File: config.mk
export PLATFORM = sky130hd
export DESIGN_NAME = pfms_ctrl
export DESIGN_NICKNAME = d
export VERILOG_FILES = /design/src/hdl/pfms_pkg.sv /design/src/hdl/pfms_ctrl.sv
export SDC_FILE = /design/constraint.sdc
export NUM_CORES = 1
export LEC_CHECK = 0
export ABC_CLOCK_PERIOD_IN_PS = 1800
export BUFFER_PORTS_ARGS = -buffer_cell sky130_fd_sc_hd__buf_2
export CAP_MARGIN = 20
export CORE_AREA = 3 3 40 42
export CTS_BUF_LIST = sky130_fd_sc_hd__clkbuf_4 sky130_fd_sc_hd__clkbuf_8 sky130_fd_sc_hd__clkbuf_16
export DETAILED_ROUTE_END_ITERATION = 12
export DIE_AREA = 0 0 43 45
export GPL_TIMING_DRIVEN = 0
export PLACE_DENSITY = 0.54
export SETUP_SLACK_MARGIN = 0.4
export SLEW_MARGIN = 20
export SYNTH_ARGS = -nofsm -noshare
export SYNTH_HDL_FRONTEND = slang
export SYNTH_SLANG_ARGS = --single-unit
File: constraint.sdc
create_clock -name clk -period 1.8 [get_ports clk]
set_input_delay 0.09 -clock clk [delete_from_list [all_inputs] [get_ports clk]]
set_output_delay 0.09 -clock clk [all_outputs]
set_load 0.02 [all_outputs]
File: src/hdl/pfms_pkg.sv
// ----------------------------------------------------------------------------
// pfms_pkg
// Shared types, constants and helpers for the permuted cardinality sketch.
// ----------------------------------------------------------------------------
package pfms_pkg;

    localparam int NUM_ROWS_DEF    = 256;
    localparam int NUM_NIBBLES_DEF = 8;
    localparam int HASH_W          = 32;
    localparam int ORDER_W         = 24;
    localparam int IDX_W           = 8;
    localparam int POS_W           = 3;
    localparam int RUN_W           = 6;   // leading-ones count, 0..32
    localparam int SUM_W           = 64;

    // request kinds
    typedef enum logic [1:0] {
        KIND_LOAD  = 2'd0,
        KIND_OFFER = 2'd1,
        KIND_QUERY = 2'd2,
        KIND_NONE  = 2'd3
    } kind_t;

    typedef enum logic [2:0] {
        ST_IDLE,
        ST_OFFER,
        ST_QUERY,
        ST_DIV,
        ST_DONE
    } state_t;

    // controller -> datapath
    typedef struct packed {
        logic capture;     // latch request fields
        logic load_row;    // write order table
        logic walk_clr;    // reset row pointer
        logic walk_step;   // advance row pointer
        logic offer_en;    // rows being updated
        logic query_en;    // rows being summed
        logic div_start;   // begin divide
        logic div_step;    // one quotient bit
        logic emit;        // drive result
    } ctrl_t;

    // datapath -> controller
    typedef struct packed {
        logic walk_last;   // last row issued
        logic pipe_empty;  // read pipeline drained
        logic div_last;    // final quotient bit
    } stat_t;

    // leading ones of a 32-bit word, saturating at 32
    function automatic logic [RUN_W-1:0] lead_ones(input logic [HASH_W-1:0] v);
        logic [RUN_W-1:0] n;
        logic             run;
        n   = '0;
        run = 1'b1;
        for (int i = HASH_W - 1; i >= 0; i--) begin
            if (run && v[i])
                n = n + 1'b1;
            else
                run = 1'b0;
        end
        return n;
    endfunction

endpackage

File: src/hdl/pfms_ctrl.sv
// ----------------------------------------------------------------------------
// pfms_ctrl
// Sequencer: row walks for offers and queries, then the bit-serial divide.
// ----------------------------------------------------------------------------
module pfms_ctrl
(
    input  logic              clk,
    input  logic              rst_n,
    input  logic              start,
    input  logic [1:0]        kind,
    input  pfms_pkg::stat_t   stat,
    output pfms_pkg::ctrl_t   ctrl,
    output logic              busy
);

    pfms_pkg::state_t state_reg, state_next;

    // state register
    always_ff @(posedge clk or negedge rst_n)
    begin
        if (!rst_n)
            state_reg <= pfms_pkg::ST_IDLE;
        else
            state_reg <= state_next;
    end

    // next state
    always_comb
    begin
        state_next = state_reg;
        case (state_reg)
            pfms_pkg::ST_IDLE:
            begin
                if (start)
                begin
                    if (kind == pfms_pkg::KIND_OFFER)
                        state_next = pfms_pkg::ST_OFFER;
                    else if (kind == pfms_pkg::KIND_QUERY)
                        state_next = pfms_pkg::ST_QUERY;
                end
            end
            pfms_pkg::ST_OFFER:
                if (stat.walk_last) state_next = pfms_pkg::ST_DONE;
            pfms_pkg::ST_QUERY:
                if (stat.walk_last) state_next = pfms_pkg::ST_DIV;
            pfms_pkg::ST_DIV:
                if (stat.pipe_empty && stat.div_last) state_next = pfms_pkg::ST_DONE;
            pfms_pkg::ST_DONE:
                if (stat.pipe_empty) state_next = pfms_pkg::ST_IDLE;
            default:
                state_next = pfms_pkg::ST_IDLE;
        endcase
    end

    // outputs
    always_comb
    begin
        ctrl = '0;
        busy = (state_reg != pfms_pkg::ST_IDLE);
        case (state_reg)
            pfms_pkg::ST_IDLE:
            begin
                ctrl.capture  = start;
                ctrl.load_row = start && (kind == pfms_pkg::KIND_LOAD);
                ctrl.walk_clr = 1'b1;
            end
            pfms_pkg::ST_OFFER:
            begin
                ctrl.offer_en  = 1'b1;
                ctrl.walk_step = 1'b1;
            end
            pfms_pkg::ST_QUERY:
            begin
                ctrl.query_en  = 1'b1;
                ctrl.walk_step = 1'b1;
            end
            pfms_pkg::ST_DIV:
            begin
                // wait for the sum pipeline to drain before dividing
                ctrl.div_start = stat.pipe_empty && !stat.div_last;
                ctrl.div_step  = stat.pipe_empty;
                ctrl.emit      = stat.pipe_empty && stat.div_last;
            end
            pfms_pkg::ST_DONE: ;
            default: ;
        endcase
    end

endmodule

# --- Word level (Yosys, flattened, before mapping) ---
# Cells that the tools add are included.
op_classes:
  add_sub_neg: 0
  multipliers: 0
  n_div: 0
  magnitude_cmp: 0
  eq_ne: 12
  shift: 0
  muxes: 13
  n_bitwise: 0
  n_reduce_logical: 9
op_table:
  columns: ["operator", "n"]
  rows:
  - ["3-bit two-way mux", 9]
  - ["3-bit case mux with 5 select lines", 1]
  - ["2-bit inequality test (second input constant)", 5]
  - ["3-bit by 2-bit == test with 1-bit output (second input constant)", 2]
  - ["6-bit AND reduction", 1]
  - ["3-bit by 1-bit == test with 1-bit output (second input constant)", 1]
  - ["3-bit == test (second input constant)", 1]
  - ["1-bit logical AND", 3]
  - ["3-bit zero test", 1]
  - ["1-bit two-way mux", 3]
  - ["3-bit inequality test (second input constant)", 1]
  - ["3-bit nonzero test", 1]
  - ["2-bit by 1-bit == test with 1-bit output (second input constant)", 1]
  - ["2-bit == test (second input constant)", 1]
  - ["2-bit zero test", 1]
  - ["2-bit OR reduction", 1]
  - ["1-bit zero test", 1]
word_totals:
  register_bits: 3
  latch_bits: 0
  ram_bits: 0
  rom_bits: 0
  in_bits: 8
  out_inout_bits: 10
  memories: 0

# --- Logic depth before layout (Yosys ltp) ---
depth:
  depth_word: 5
  ltp_mapped: 5
  mapped_depth_nobuf: 5

# --- Worst setup path before layout ---
# No wires, ideal clock.
synth_timing:
  path_kind: "register -> output"
  startpoint: "reg state_reg[0]"
  endpoint: "out ctrl[7] (netlist bit)"
  t_arrival_ps: 1215
  required_ps: 1710
  slack_ps: 495
  path_stages_with_launch: 4
  path_buffers: 1
  path_cell_list: "dfrtp_1 > buf_6 > nor3_2 > and3_1"
synth_rtl:
  columns: ["element", "line", "source"]
  rows:
  - ["from (decl)", "pfms_ctrl.sv:16", "pfms_pkg::state_t state_reg, state_next;"]
  - ["from (signal assigned)", "pfms_ctrl.sv:22", "state_reg <= pfms_pkg::ST_IDLE;"]
  - ["from (signal assigned)", "pfms_ctrl.sv:24", "state_reg <= state_next;"]
  - ["to (decl)", "pfms_ctrl.sv:12", "output pfms_pkg::ctrl_t ctrl,"]

# --- Worst setup path in the final report ---
layout_timing:
  startpoint: "reg state_reg[1]"
  endpoint: "out busy"
layout_via:
  elab_chain_len: 1
layout_rtl:
  columns: ["element", "line", "source"]
  rows:
  - ["3-bit nonzero test", "pfms_ctrl.sv:59", "busy = (state_reg != pfms_pkg::ST_IDLE);"]
  - ["to (decl)", "pfms_ctrl.sv:13", "output logic busy"]
# Every way passes these cells.

==> run_results.csv <==
group,metric,value,unit
status,status,"finished clean",
clock_network,cts_tree,"built",
logic_synthesis,synth_top_family_by_area,"simple AND/OR/NAND/NOR gates",
sta,finalSetupTns,0,ps
place,dp_hpwl,538,um
floorplanning,io_pins,18,
floorplanning,die_width,43,um
drt,wire_per_inst,10.2,um
sta,relSlewSlack,0.843,
cells_and_area,fill_cells,150,
place,numPortBuffers,17,
logic_synthesis,ys_seq_area_frac,0.259,
worst_setup_path,path_max_fanout,10,
worst_setup_path,startpoint,"state_reg[1]",
sta,drv_slew,0,
sta,hold_violations,0,
logic_synthesis,syn_nets,44,
global_routing,grt_usage,0.0883,
clock_network,cts_htree_levels,1,
cells_and_area,syn_to_final_growth,61.2,%
cells_and_area,multiInputGateArea,194,um2
sta,rsz0062_at_grt,"true",
global_routing,grt_pass1_vias,284,
drt,wl_met1,307,um
power,power,0.000836,W
cells_and_area,diodes,0,
logic_synthesis,ys_types,24,
floorplanning,core_area,1280,um2
hold_path,min-delay-start,"stat[1]",
worst_setup_path,end_kind,"output port",
worst_setup_path,critPathRequiredTime,1710,ps
clock_network,clock_sinks,3,
sta,max_freq,748,MHz
logic_synthesis,synthCells,34,
worst_setup_path,crit_type,"reg2out",
logic_synthesis,synth_adder_area_share,0.0862,
cells_and_area,seq_area,76.3,um2
place,place_congestion,0.696,
drt,met2_length,346,um
worst_setup_path,worstReg2RegStart,"state_reg[0]",
drt,drc,0,
clock_network,clock_latency,240,ps
logic_synthesis,ys_warn_count,0,
logic_synthesis,synth-seq-cells,3,
power,peakVddDrop,691,uV
drt,vias,325,
drt,drtIter0Drc,4,
sta,setup_violations,0,
sta,min_period,1340,ps
drt,detail-route-antenna-nets,0,
logic_synthesis,synth_area,290,um2
drt,drt_wl_total,743,um
cells_and_area,nNetsFinal,69,
sta,fin_crit_sh,0.743,
logic_synthesis,synth_compound_area_frac,0.142,
clock_network,numCtsBuffers,3,
global_routing,grt_max_degree,11,
place,dp.cells,66,
drt,dr_wl_met3,74,um
power,p_per_area,1790,nW/um2
cells_and_area,instances_no_fill,73,
drt,routed.top_layer,"met4",
global_routing,grt_pass1_wl,1240,um
global_routing,antenna_found_initial,0,
sta,fin_skew,3.58,ps
clock_network,clk_pin_slew_worst_paths,40,ps
floorplanning,num_rows,13,
floorplanning,die_area,1940,um2
job,drv_cap,0,
worst_setup_path,startpoint_type,"flop",
logic_synthesis,synth_xor_area_frac,0.0302,
hold_path,hold_class,"in2reg",
clock_network,clockRootBuffer,"clkbuf_4",
cells_and_area,drive_gt1_frac,0.517,
drt,viasPerCell,4.45,
cells_and_area,largest_reg_flops,3,
cells_and_area,final_cell_mix,"buf_2, clkbuf_4, buf_4",
logic_synthesis,yosys.area_share.simple,0.345,
clock_network,clockBufferDepth,2,
logic_synthesis,muxShareOfSynthArea,0.0345,
power,leakage,0.250,nW
global_routing,overflow,0,
logic_synthesis,avgSynthCellArea,8.54,um2
cells_and_area,layout_commonest_cell,"buf_2",
floorplanning,start_util,0.226,
floorplanning,die_y,45,um
worst_setup_path,crit_arrival,1250,ps
drt,first_pass_iters,4,
sta,worst_pin_slew,233,ps
## metrics by stage
| stage | util | worst slack, ps | area [um2] | hold slack (ps) |
|---|---|---|---|---|
| floorplan | - | 495 | 290 | -206 |
| global placement | 0.307 | 667 | 394 | -112 |
| detailed placement | 0.307 | 663 | 394 | -111 |
| CTS | 0.338 | 400 | 434 | 103 |
| global route | 0.364 | 389 | 468 | 143 |
| finish | 0.364 | 463 | 468 | 120 |
## report_power, final
part / total [W] / internal [W] / leakage [nW] / switching [W]
logic: 0.000568 / 0.000249 / 0.195 / 0.000319
clock network: 0.000138 / 0.0000984 / 0.0184 / 0.0000400
registers: 0.000129 / 0.0000992 / 0.0369 / 0.0000300
## worst paths after layout
kind | end | slack, ps | cells after the start
worst max-delay path | busy | 460 | 5
worst max register to register | state_reg[1] | 760 | 4
max in group asynchronous | state_reg[2] | 1510 | 2
worst min-delay path | state_reg[1] | 120 | 2
worst min register to register | state_reg[1] | 540 | 1
min in group asynchronous | state_reg[2] | 170 | 2
## worst max-delay path, cell delays in order (launching register included)
cell and delay, ps:
dfrtp_1 380, buf_6 150, nor3_4 170, buf_4 130, inv_1 30, buf_2 140
## routing by layer
layer / global-route usage / vias to the layer above
li1: - / 165
met1: 0.118 / 143
met2: 0.117 / 15
met3: 0.0359 / 2
met4: 0.0542 / 0
met5: 0 / -
## cells in the mapped netlist
cell      instances  area share
xnor2_1           1       0.030
nor2_2            1       0.022
a31oi_1           2       0.043
a311oi_1          1       0.030
nand2_1           1       0.013
ha_1              2       0.086
nor2_1            4       0.052
buf_6             1       0.039
inv_1             3       0.039
nor3_2            1       0.034
nor3_1            1       0.017
dfrtp_1           3        0.26
and3_1            1       0.022
and2_1            2       0.043
a21oi_1           1       0.017
nor2b_1           1       0.022
nand2b_4          1       0.047
nand3b_1          1       0.026
buf_4             1       0.026
nor3b_1           1       0.026
o21ai_1           1       0.017
nand4_1           1       0.022
a41o_1            1       0.034
mux2i_1           1       0.034
## what timing repair did
item / CTS / global route
hold buffers: 1 / 0
pin swaps: 0 / 1
setup buffers: 0 / 2
endpoints found under the setup margin: 1 / 3
endpoints found under the hold margin: 3 / 0
gates resized for setup: 0 / 6
## final cells by class
class                           instances  share of cell area
Buffer                                  2              0.0481
Clock buffer                            4              0.0642
Sequential cell                         3               0.163
Tap cell                               15              0.0401
Timing Repair Buffer                   20               0.246
Inverter                                3              0.0241
Multi-Input combinational cell         26               0.414
## cell families (layout without fill, tap and decap cells)
group	after synthesis	after routing
buf+inv	5	29
mux	1	1
flops	3	3
simple gates	16	16
compound gates	6	6
xor+xnor	1	1
fa+ha+maj	2	2
(Power assumes the default switching activity.)
